--- src/rtl/etns_pkg.sv ---
// Shared types, operation codes and defaults for the nearest-select entry table.
`default_nettype none
package etns_pkg;

    localparam int DEPTH_DEF = 32;
    localparam logic [30:0] RIGHT_LIMIT_RST = 31'd139264;

    typedef enum logic [2:0] {
        OP_APPEND  = 3'd0,
        OP_POP     = 3'd1,
        OP_REMOVE  = 3'd2,
        OP_CLEAR   = 3'd3,
        OP_REVIVE  = 3'd4,
        OP_NEAREST = 3'd5,
        OP_RIGHT   = 3'd6,
        OP_READ    = 3'd7
    } t_op;

    typedef enum logic [1:0] {
        ERR_NONE  = 2'd0,
        ERR_FULL  = 2'd1,
        ERR_RANGE = 2'd2
    } t_err;

    typedef struct packed {
        logic signed [31:0] pos;
        logic               act;
        logic               alv;
        logic [15:0]        tag;
    } t_entry;

endpackage
`default_nettype wire

--- src/rtl/etns_mem.sv ---
// Entry store: one write port and one registered read port.
`default_nettype none
module etns_mem
    import etns_pkg::*;
#(
    parameter int DEPTH = DEPTH_DEF,
    localparam int AW = (DEPTH > 1) ? $clog2(DEPTH) : 1
) (
    input  wire logic          i_clk,
    input  wire logic          i_we,
    input  wire logic [AW-1:0] i_waddr,
    input  wire t_entry        i_wdata,
    input  wire logic [AW-1:0] i_raddr,
    output t_entry             o_rdata
);

    t_entry mem [DEPTH];

    always_ff @(posedge i_clk) begin
        if (i_we) begin
            mem[i_waddr] <= i_wdata;
        end
        o_rdata <= mem[i_raddr];
    end

endmodule
`default_nettype wire

--- src/rtl/entry_table_nearest_select.sv ---
// Top level of the ordered entry table with nearest and right-most selection.
// Each operation goes from idle through the scan state to the finish state; a scan reads
// the entries it walks (up to DEPTH), while append, clear, error cases and empty tables walk none.
// Only one operation is in flight; the next transfer is taken in the cycle after
// the result is registered, while that result may still wait for the receiver.
// Reset (i_rst_n low, synchronous) empties the table and restores right_limit to 139264.
`default_nettype none
module entry_table_nearest_select
    import etns_pkg::*;
#(
    parameter int DEPTH = DEPTH_DEF
) (
    input  wire logic        i_clk,
    input  wire logic        i_rst_n,
    input  wire logic        i_cfg_we,
    input  wire logic [30:0] i_cfg_wdata,     // right_limit
    input  wire logic        s_axis_tvalid,
    output logic             s_axis_tready,
    // slot_index[4:0], new_position[36:5], new_active[37], new_alive[38],
    // new_tag[54:39], reference_position[86:55], zero pad[87]
    input  wire logic [87:0] s_axis_tdata,
    input  wire logic [2:0]  s_axis_tuser,    // op[2:0]
    output logic             m_axis_tvalid,
    input  wire logic        m_axis_tready,
    // hit_index[4:0], hit_position[36:5], hit_tag[52:37], entry_count[58:53], pad
    output logic [63:0]      m_axis_tdata,
    output logic [2:0]       m_axis_tuser     // found[0], error[2:1]
);

    localparam int AW = (DEPTH > 1) ? $clog2(DEPTH) : 1;
    localparam int CW = $clog2(DEPTH + 1);

    typedef enum logic [2:0] {
        S_IDLE = 3'b001,
        S_SCAN = 3'b010,
        S_FIN  = 3'b100
    } t_state;

    t_state             r_state;
    logic [CW-1:0]      r_fill;
    logic [30:0]        r_limit;
    t_op                r_op;
    t_err               r_err;
    logic signed [31:0] r_ref;
    t_entry             r_new;
    logic [CW-1:0]      r_rd, r_end, r_base, r_da;
    logic               r_dv;
    logic               r_any;
    logic [32:0]        r_min_d, r_last_d;
    logic [AW-1:0]      r_min_i, r_last_i;
    t_entry             r_min_e, r_last_e;
    logic signed [31:0] r_bp;

    logic               r_ov;
    logic               r_o_found;
    t_err               r_o_err;
    logic [4:0]         r_o_idx;
    logic [31:0]        r_o_pos;
    logic [15:0]        r_o_tag;
    logic [5:0]         r_o_cnt;

    logic               mem_we;
    logic [AW-1:0]      mem_waddr;
    t_entry             mem_wdata;
    t_entry             mem_rdata;

    logic               in_xfer, out_free, rd_go, slot_ok, fin_go;
    logic [4:0]         in_slot;
    t_op                in_op;
    logic signed [32:0] diff;
    logic [32:0]        abs_diff;
    logic               near_last;

    etns_mem #(.DEPTH(DEPTH)) u_mem (
        .i_clk   (i_clk),
        .i_we    (mem_we),
        .i_waddr (mem_waddr),
        .i_wdata (mem_wdata),
        .i_raddr (AW'(r_rd)),
        .o_rdata (mem_rdata)
    );

    assign in_op         = t_op'(s_axis_tuser);
    assign in_slot       = s_axis_tdata[4:0];
    assign s_axis_tready = (r_state == S_IDLE);
    assign in_xfer       = s_axis_tvalid && s_axis_tready;
    assign out_free      = !r_ov || m_axis_tready;
    assign fin_go        = (r_state == S_FIN) && out_free;
    assign rd_go         = (r_state == S_SCAN) && (r_rd < r_end);
    assign slot_ok       = (32'(in_slot) < 32'(r_fill));

    assign diff      = $signed({mem_rdata.pos[31], mem_rdata.pos})
                     - $signed({r_ref[31], r_ref});
    assign abs_diff  = diff[32] ? 33'(-diff) : 33'(diff);
    assign near_last = (r_last_d == r_min_d);

    // memory writes: shifts and revives during the scan, single writes at the end
    always_comb begin
        mem_we    = 1'b0;
        mem_waddr = AW'(r_da);
        mem_wdata = mem_rdata;
        if (r_state == S_SCAN && r_dv) begin
            unique case (r_op)
                OP_REVIVE: begin
                    mem_we        = 1'b1;
                    mem_wdata.alv = 1'b1;
                end
                OP_POP, OP_REMOVE: begin
                    mem_we    = (r_da != r_base);
                    mem_waddr = AW'(r_da - CW'(1));
                end
                default: mem_we = 1'b0;
            endcase
        end else if (fin_go) begin
            unique case (r_op)
                OP_APPEND: begin
                    mem_we    = (r_err == ERR_NONE);
                    mem_waddr = AW'(r_fill);
                    mem_wdata = r_new;
                end
                OP_NEAREST: begin
                    mem_we        = r_any;
                    mem_waddr     = near_last ? r_last_i : r_min_i;
                    mem_wdata     = near_last ? r_last_e : r_min_e;
                    mem_wdata.alv = 1'b0;
                end
                default: mem_we = 1'b0;
            endcase
        end
    end

    always_ff @(posedge i_clk) begin
        if (!i_rst_n) begin
            r_state <= S_IDLE;
            r_fill  <= '0;
            r_limit <= RIGHT_LIMIT_RST;
            r_ov    <= 1'b0;
            r_dv    <= 1'b0;
        end else begin
            if (i_cfg_we) begin
                r_limit <= i_cfg_wdata;
            end
            if (m_axis_tready) begin
                r_ov <= 1'b0;
            end
            unique case (r_state)
                S_IDLE: begin
                    if (in_xfer) begin
                        r_op    <= in_op;
                        r_ref   <= s_axis_tdata[86:55];
                        r_new   <= '{pos: s_axis_tdata[36:5], act: s_axis_tdata[37],
                                     alv: s_axis_tdata[38], tag: s_axis_tdata[54:39]};
                        r_any   <= 1'b0;
                        r_bp    <= '0;
                        r_dv    <= 1'b0;
                        r_err   <= ERR_NONE;
                        r_base  <= '0;
                        r_rd    <= '0;
                        r_end   <= '0;
                        r_state <= S_SCAN;
                        unique case (in_op)
                            OP_APPEND: begin
                                if (32'(r_fill) >= DEPTH) begin
                                    r_err <= ERR_FULL;
                                end
                            end
                            OP_REMOVE, OP_READ: begin
                                if (slot_ok) begin
                                    r_base <= CW'(in_slot);
                                    r_rd   <= CW'(in_slot);
                                    r_end  <= (in_op == OP_READ) ?
                                              CW'(in_slot) + CW'(1) : r_fill;
                                end else begin
                                    r_err <= ERR_RANGE;
                                end
                            end
                            OP_CLEAR: r_end <= '0;
                            default:  r_end <= r_fill;
                        endcase
                    end
                end
                S_SCAN: begin
                    r_dv <= rd_go;
                    r_da <= r_rd;
                    if (rd_go) begin
                        r_rd <= r_rd + CW'(1);
                    end
                    if (r_dv) begin
                        unique case (r_op)
                            OP_POP, OP_REMOVE, OP_READ: begin
                                if (r_da == r_base) begin
                                    r_min_e <= mem_rdata;
                                    r_min_i <= AW'(r_da);
                                end
                            end
                            OP_NEAREST: begin
                                if (mem_rdata.act && mem_rdata.alv) begin
                                    r_any    <= 1'b1;
                                    r_last_d <= abs_diff;
                                    r_last_i <= AW'(r_da);
                                    r_last_e <= mem_rdata;
                                    if (!r_any || abs_diff < r_min_d) begin
                                        r_min_d <= abs_diff;
                                        r_min_i <= AW'(r_da);
                                        r_min_e <= mem_rdata;
                                    end
                                end
                            end
                            OP_RIGHT: begin
                                // later entries win ties; bound starts at zero
                                if (mem_rdata.act && mem_rdata.pos >= r_bp &&
                                    $signed({mem_rdata.pos[31], mem_rdata.pos})
                                        < $signed({2'b00, r_limit})) begin
                                    r_any   <= 1'b1;
                                    r_bp    <= mem_rdata.pos;
                                    r_min_i <= AW'(r_da);
                                    r_min_e <= mem_rdata;
                                end
                            end
                            default: r_any <= r_any;
                        endcase
                    end
                    if (!rd_go && !r_dv) begin
                        r_state <= S_FIN;
                    end
                end
                S_FIN: begin
                    if (out_free) begin
                        r_ov      <= 1'b1;
                        r_state   <= S_IDLE;
                        r_o_found <= 1'b0;
                        r_o_err   <= r_err;
                        r_o_idx   <= '0;
                        r_o_pos   <= '0;
                        r_o_tag   <= '0;
                        r_o_cnt   <= 6'(r_fill);
                        unique case (r_op)
                            OP_APPEND: begin
                                if (r_err == ERR_NONE) begin
                                    r_o_found <= 1'b1;
                                    r_fill    <= r_fill + CW'(1);
                                    r_o_cnt   <= 6'(r_fill + CW'(1));
                                end
                            end
                            OP_POP: begin
                                if (r_fill != '0) begin
                                    r_o_found <= 1'b1;
                                    r_o_pos   <= r_min_e.pos;
                                    r_o_tag   <= r_min_e.tag;
                                    r_fill    <= r_fill - CW'(1);
                                    r_o_cnt   <= 6'(r_fill - CW'(1));
                                end
                            end
                            OP_REMOVE: begin
                                if (r_err == ERR_NONE) begin
                                    r_o_found <= 1'b1;
                                    r_fill    <= r_fill - CW'(1);
                                    r_o_cnt   <= 6'(r_fill - CW'(1));
                                end
                            end
                            OP_CLEAR: begin
                                r_o_found <= 1'b1;
                                r_fill    <= '0;
                                r_o_cnt   <= '0;
                            end
                            OP_REVIVE: r_o_found <= 1'b1;
                            OP_NEAREST: begin
                                if (r_any) begin
                                    r_o_found <= 1'b1;
                                    r_o_idx   <= 5'(near_last ? r_last_i : r_min_i);
                                    r_o_pos   <= near_last ? r_last_e.pos : r_min_e.pos;
                                    r_o_tag   <= near_last ? r_last_e.tag : r_min_e.tag;
                                end
                            end
                            default: begin
                                // pick right and read share the captured entry
                                if ((r_op == OP_RIGHT) ? r_any : (r_err == ERR_NONE)) begin
                                    r_o_found <= 1'b1;
                                    r_o_idx   <= 5'(r_min_i);
                                    r_o_pos   <= r_min_e.pos;
                                    r_o_tag   <= r_min_e.tag;
                                end
                            end
                        endcase
                    end
                end
                default: r_state <= S_IDLE;
            endcase
        end
    end

    assign m_axis_tvalid = r_ov;
    assign m_axis_tdata  = {5'd0, r_o_cnt, r_o_tag, r_o_pos, r_o_idx};
    assign m_axis_tuser  = {r_o_err, r_o_found};

    a_fill_bound: assert property (@(posedge i_clk) disable iff (!i_rst_n)
        32'(r_fill) <= DEPTH)
        else $error("fill count beyond depth");

    a_result_after_fin: assert property (@(posedge i_clk) disable iff (!i_rst_n)
        fin_go |=> m_axis_tvalid)
        else $error("finished operation gave no result");

    a_no_read_past_end: assert property (@(posedge i_clk) disable iff (!i_rst_n)
        rd_go |-> 32'(r_rd) < DEPTH)
        else $error("read beyond table");

    a_scan_write_in_range: assert property (@(posedge i_clk) disable iff (!i_rst_n)
        (r_state == S_SCAN && mem_we) |-> 32'(mem_waddr) < 32'(r_fill))
        else $error("scan write outside stored entries");

endmodule
`default_nettype wire

--- config.mk ---
export PLATFORM = sky130hd
export DESIGN_NAME = entry_table_nearest_select
export DESIGN_NICKNAME = d
export VERILOG_FILES = /design/src/rtl/etns_pkg.sv /design/src/rtl/etns_mem.sv /design/src/rtl/entry_table_nearest_select.sv
export SDC_FILE = /design/constraint.sdc
export NUM_CORES = 2
export LEC_CHECK = 0
export BUFFER_PORTS_ARGS = -buffer_cell sky130_fd_sc_hd__buf_2
export CAP_MARGIN = 25
export CORE_ASPECT_RATIO = 0.6
export CORE_MARGIN = 4
export CORE_UTILIZATION = 30
export DETAILED_ROUTE_END_ITERATION = 8
export PLACE_DENSITY_LB_ADDON = 0.1
export SKIP_LAST_GASP = 1
export SLEW_MARGIN = 10
export SYNTH_ARGS = -nofsm -noshare
export SYNTH_HDL_FRONTEND = slang
export SYNTH_SLANG_ARGS = --single-unit
--- constraint.sdc ---
create_clock -name i_clk -period 21.8 [get_ports i_clk]
set_input_delay 2.18 -clock i_clk [delete_from_list [all_inputs] [get_ports i_clk]]
set_output_delay 2.18 -clock i_clk [all_outputs]
set_load 0.005 [all_outputs]
; ---- Yosys cells after proc, flatten, opt, wreduce, memory -nomap -nowiden
; Memories as Yosys holds them, arrays and structs flattened. A register that Yosys moved wholly into a read port is not among the register bits.
; Index checks and enable logic that the tools add are counted.
[op_classes]
magnitude_cmp = 6
reduce_logical = 40
n_eq_ne = 30
n_addsub = 7
n_mux = 82
[ops]
columns = cell, count
row1 = $mux 50, 6
row2 = $mux 32, 8
row3 = $pmux 50 s3, 1
row4 = $pmux 50 s2, 1
row5 = $pmux 32 s3, 1
row6 = $mux 16, 5
row7 = $mux 33, 2
row8 = $pmux 32 s2, 1
row9 = $mux 5, 12
row10 = $pmux 16 s3, 1
row11 = $mux 6, 7
row12 = $eq 33x33->1, 1
row13 = $lt 33x33->1, 1
row14 = $neg 33->33, 1
row15 = $sub 32x32->33, 1
row16 = $ge 32x32->1, 1
row17 = $lt 32x32->1, 1
row18 = $pmux 6 s2, 2
row19 = $pmux 6 s4, 1
row20 = $pmux 5 s2, 2
row21 = $mux 1, 19
row22 = $eq 3x3->1 const B, 6
row23 = $eq 3x2->1 const B, 5
row24 = $pmux 5 s3, 1
row25 = 39 further kinds, 78
[totals]
elab_cells = 202
out_inout_bits = 69
input_bits = 127
mem_count = 1
reg_bits = 424
ramBits = 1600
[memory_table]
columns = name, words, word_bits, read_ports, rd_clocked_by_memory_dff, write_ports, line_no
row1 = u_mem.mem, 32, 50, 1, 1, 1, etns_mem.sv:17  ; t_entry mem [DEPTH];

; ---- Longest topological paths before layout
[logic_depth]
depth_word = 8
ltp_mapped = 24
depth_no_buf = 23

; ---- Hierarchy
; Synthesis repeated with hierarchy kept, for this count alone.
[hier_totals]
cells_unflattened = 5473
area_unflattened_um2 = 85319.3
[by_module_without_submodules]
columns = mod, instances, cells_each, seq_area_each_um2, area_per_inst_um2
row1 = etns_mem, 1, 3504, 49047.0, 63200.6
row2 = entry_table_nearest_select, 1, 1969, 12221.7, 22118.7

; ---- Worst setup path before layout
; OpenSTA, ideal clock, no wires.
[synth_timing]
path_kind = input port to flip-flop
startpoint = input port i_rst_n
endpoint = register r_min_d[0], enable pin
setup_ps = 474
n_path_buf = 0
required_ps = 21326
path_slack_ps = 10339
cell_stages = 3
t_arrival_ps = 10987
path_cell_list = nand2_1 nor3_1 a21boi_0
[synth_between]
elab_chain_len = 1
[synth_lines]
columns = element, line_no
row1 = from (decl), entry_table_nearest_select.sv:14  ; input wire logic i_rst_n,
row2 = $reduce_and 6->1 (no source line), --
row3 = to (signal assigned), entry_table_nearest_select.sv:203  ; r_min_d <= abs_diff;
row4 = to (decl), entry_table_nearest_select.sv:49  ; logic [32:0] r_min_d, r_last_d;
; No other way between the ends.
; A chain may end at the register's enable or synchronous reset.

; ---- Final worst setup path
[layout_timing]
startpoint = register u_mem.o_rdata[18] (netlist name)
endpoint = register r_min_e[9] (netlist name), enable pin
[layout_between]
elab_chain_len = 7
elab_cells_between_ends = 12
classes_between = add/sub (2) / order compare (3) / eq/ne (2) / mux (1) / reduce/logical (4)
[layout_lines]
columns = element, line_no
row1 = $sub 32x32->33 (*), entry_table_nearest_select.sv:93  ; - $signed({r_ref[31], r_ref});
row2 = $neg 33->33, entry_table_nearest_select.sv:94  ; assign abs_diff = diff[32] ? 33'(-diff) : 33'(diff);
row3 = $mux 33 (*), entry_table_nearest_select.sv:94
row4 = net abs_diff[32], entry_table_nearest_select.sv:71  ; logic [32:0] abs_diff;
row5 = $lt 33x33->1 (*), entry_table_nearest_select.sv:202  ; if (!r_any || abs_diff < r_min_d) begin
row6 = $logic_or 1x1->1 (*), entry_table_nearest_select.sv:202
row7 = $ne 2x2->1 (no source line) (*), --
row8 = $reduce_and 8->1 (no source line) (*), --
row9 = to (signal assigned), entry_table_nearest_select.sv:192  ; r_min_e <= mem_rdata;
row10 = to (signal assigned), entry_table_nearest_select.sv:205  ; r_min_e <= mem_rdata;
row11 = to (signal assigned), entry_table_nearest_select.sv:217  ; r_min_e <= mem_rdata;
row12 = to (decl), entry_table_nearest_select.sv:51  ; t_entry r_min_e, r_last_e;
; The timed path passes the listed nets; every way through them passes the cells marked *.

==> out/results.ini <==
[clock_network]
cts-htree-levels = 4
hold_buffers = 0
clk_pin_slew_ns = 0.06
clkSinkCount = 2071
clock_path_buffers = 4
root_buffer = clkbuf_16
cts_setup_buffers = 0
cts_tree = done
clk_latency_ns = 0.87
cts_resized = 0
cts_buffers = 205

[timing]
finalSetupViolCount = 0
hold_viol = 0
layout_setup_ws_ns = 13.30
clock_skew_ns = 0.0445
rsz0062_at_grt = no
layout_min_cycle_time_ns = 8.50
clock.fmax_mhz = 118
fin_tns_setup_ns = 0
slew_headroom_pct = 24.1
final.period_utilization_pct = 39.0
worst_hold_slack_ns = 0.459
slew_violations = 0
worst_pin_slew_ns = 1.14

[setup_path]
r2r_cells = 20
crit-reg2reg-capture = r_min_e[9]
path_cells = inv_1 > ha_1 > nand2b_1 > a211oi_4 > o2111ai_1 > a31oi_1 > xor2_1 > nor4_2 > nand4_2 > or3_1 > nor4_1 > ha_1 > nand3_1 > nor3_1 > nand3_1 > or4_1 > a2111oi_0 > or3_1 > a221oi_4 > buf_4
path_delay_family = simple AND/OR/NAND/NOR gates
critical_path.max_stage_delay_ns = 0.76
r2r-start = u_mem.o_rdata[18]
crit_required_ns = 22.24
worstSetupPathType = flop to flop
crit_arrival_ns = 8.95
slowest_stage = or4_1
worstSetupStartpointType = flop
crit_buf_inv = 2
critPathMaxFanout = 34
rrSetupSlack_ns = 13.30
endpoint_kind = flop

[yosys]
synthTopCellsByArea = edfxtp_1, mux4_2, dfxtp_1
ys_seq_area_share_pct = 72.9
yosys_warnings = 0
synth_flop_cell = edfxtp_1
synth-seq-cells = 2071
syn_area_sq_mm = 0.0841
synth-edff-count = 1979
synth_cell_types = 97
synth_top_area_share_pct = 70.7
yosys.area.top_type = edfxtp_1
syn_inst = 4392
syn_area_per_cell_sq_um = 19.1
async_flop_share_pct = 0

[final_layout]
final_area_sq_mm = 0.0975
drive_gt1_share_pct = 27.5
syn_to_final_growth_pct = 16.0
final_cells = 8672
nets = 5049
final_util_pct = 35.0

[place]
io_buffers = 189
routabilityCongestion = 0.821
dp_cells = 8292
postPlaceCellArea_sq_mm = 0.0910
dpl.hpwl_microns = 151000
post-place-ws_ns = 13.53

[route]
detail_route.drc_violations = 0
dr.first_iter.drc_count = 4232
final_antenna_net_count = 0
via_per_inst = 5.08
vias = 44000
drt_wl_total_microns = 270000
drt_first_pass_iters = 5
post_drt_wl_per_cell_microns = 31.1

[grt]
grt_pass1_vias = 43700
grt_overflow_total = 0
grt_pass1_wl_microns = 370000
grt.total_usage_pct = 18.3
grt_max_degree = 92
antenna_found_initial = 14

[hold_path]
hp-class = flop to flop
hold_depth = 0
hold_start = u_mem.o_rdata[0]
whs_endpoint = r_min_e[0]

[die]
ioPinCount = 196
die_w_microns = 691
core_area_sq_mm = 0.279
num_rows = 150
initial_utilization_pct = 30.2
die_h_microns = 418
die_area_sq_mm = 0.289

[power_and_ir_drop]
power.total_mw = 9.40
power_density_mw_per_mm2 = 96.4
ir_drop_uv = 58.5
p_leak_nw = 31.6

[job]
drv_cap = 0

[status]
status = completed

[synthesized netlist by cell type, types with 16 or more instances]
cell type  instances
o21ai_0          161
a21oi_1          127
mux2i_1           87
ha_1             142
and2_1            45
xnor2_1           41
nor2b_1           46
a21o_1            47
clkbuf_1         144
inv_1            152
dfxtp_1           92
xor2_1            51
nand3_1           31
buf_1             41
nor2_1           148
nand2b_1          20
nand2_1          187
mux4_2           500
mux2_2            52
nor3_1            16
edfxtp_1        1979
nand4_1           33
[cell usage in the layout, fill, tap and decap left out, drive strengths merged, types with 46 or more instances in the layout]
cell	netlist	final
a21oi	133	133
mux4	500	500
clkbuf	145	273
ha	142	142
nor2b	46	46
and2	46	46
nand2	187	187
buf	59	380
inv	153	157
xor2	52	52
edfxtp	1979	1979
a21o	47	47
o21ai	172	172
dfxtp	92	92
clkinv	0	78
mux2i	87	87
nor2	150	150
mux2	52	52
[where the power goes]
part           total, mW  leakage [nW]  switching (mW)  internal (mW)
sequential          4.63          18.6          0.0380           4.59
clock               3.53          3.22            1.56           1.97
combinational       1.24          9.79           0.802          0.442
[state kept, by name, summed over array words and instances (netlist names), 3 cells and up]
signal,flops
r_min_e,49
r_min_i,5
r_min_d,33
r_da,6
u_mem.o_rdata,50
r_base,5
r_last_e,49
r_o_cnt,6
r_rd,6
r_last_d,33
r_bp,32
r_limit,31
r_state,3
r_o_tag,16
r_ref,32
r_o_idx,5
u_mem.mem,1600
r_op,3
r_new,50
r_last_i,5
r_o_pos,32
r_end,6
r_fill,6
[metal layers]
layer,global-route usage (%),share of wire (%)
met1,29.6,52
met2,26.2,42
met3,2.72,4.6
met4,2.99,1.5
met5,0,0
[worst register-to-register path, delay by kind of cell (launching register included)]
family | cells | cell delay (ns)
AO/OA/AOI/OAI | 5 | 2.18
XOR/XNOR | 1 | 0.15
adder cells (fa/ha/maj) | 2 | 0.47
buffers and inverters | 2 | 0.57
flip-flops | 1 | 0.63
AND/OR/NAND/NOR | 10 | 4.00
[cell type report]
cell class	count	area, sq um
fillers	26100	181000
flip-flops and latches	2071	61300
multi-input cells	1968	21900
clock buffers	273	5680
well taps	3724	4660
repair buffers	380	2660
clock inverters	100	806
inverters	153	574
diodes	3	7.51
[worst max-delay path by stage]
stage	start	end	slack (ns)	depth (start not counted)
4_1_cts	u_mem.o_rdata[18]	r_min_e[11]	13.48	22
5_1_grt	u_mem.o_rdata[18]	r_min_e[9]	13.11	22
2_1_floorplan	i_rst_n	r_min_d[0]	10.34	3
3_5_place_dp	u_mem.o_rdata[18]	r_min_e[6]	13.53	22
3_3_place_gp	u_mem.o_rdata[18]	r_min_e[6]	13.53	22
6_report	u_mem.o_rdata[18]	r_min_e[9]	13.30	20
[cell families after synthesis]
logic type                 count (synthesis)  synth area share (%)
DFF                                     2071                  72.9
muxes                                    639                  15.1
and+or+nand+nor                          603                  3.56
AOI/OAI and AO/OA                        485                  3.68
buffers and inverters                    357                  1.65
adders and majority gates                143                  2.14
xor gates and xnor gates                  93                 0.978
other                                      1               0.00446
(Power assumes the default switching activity.)
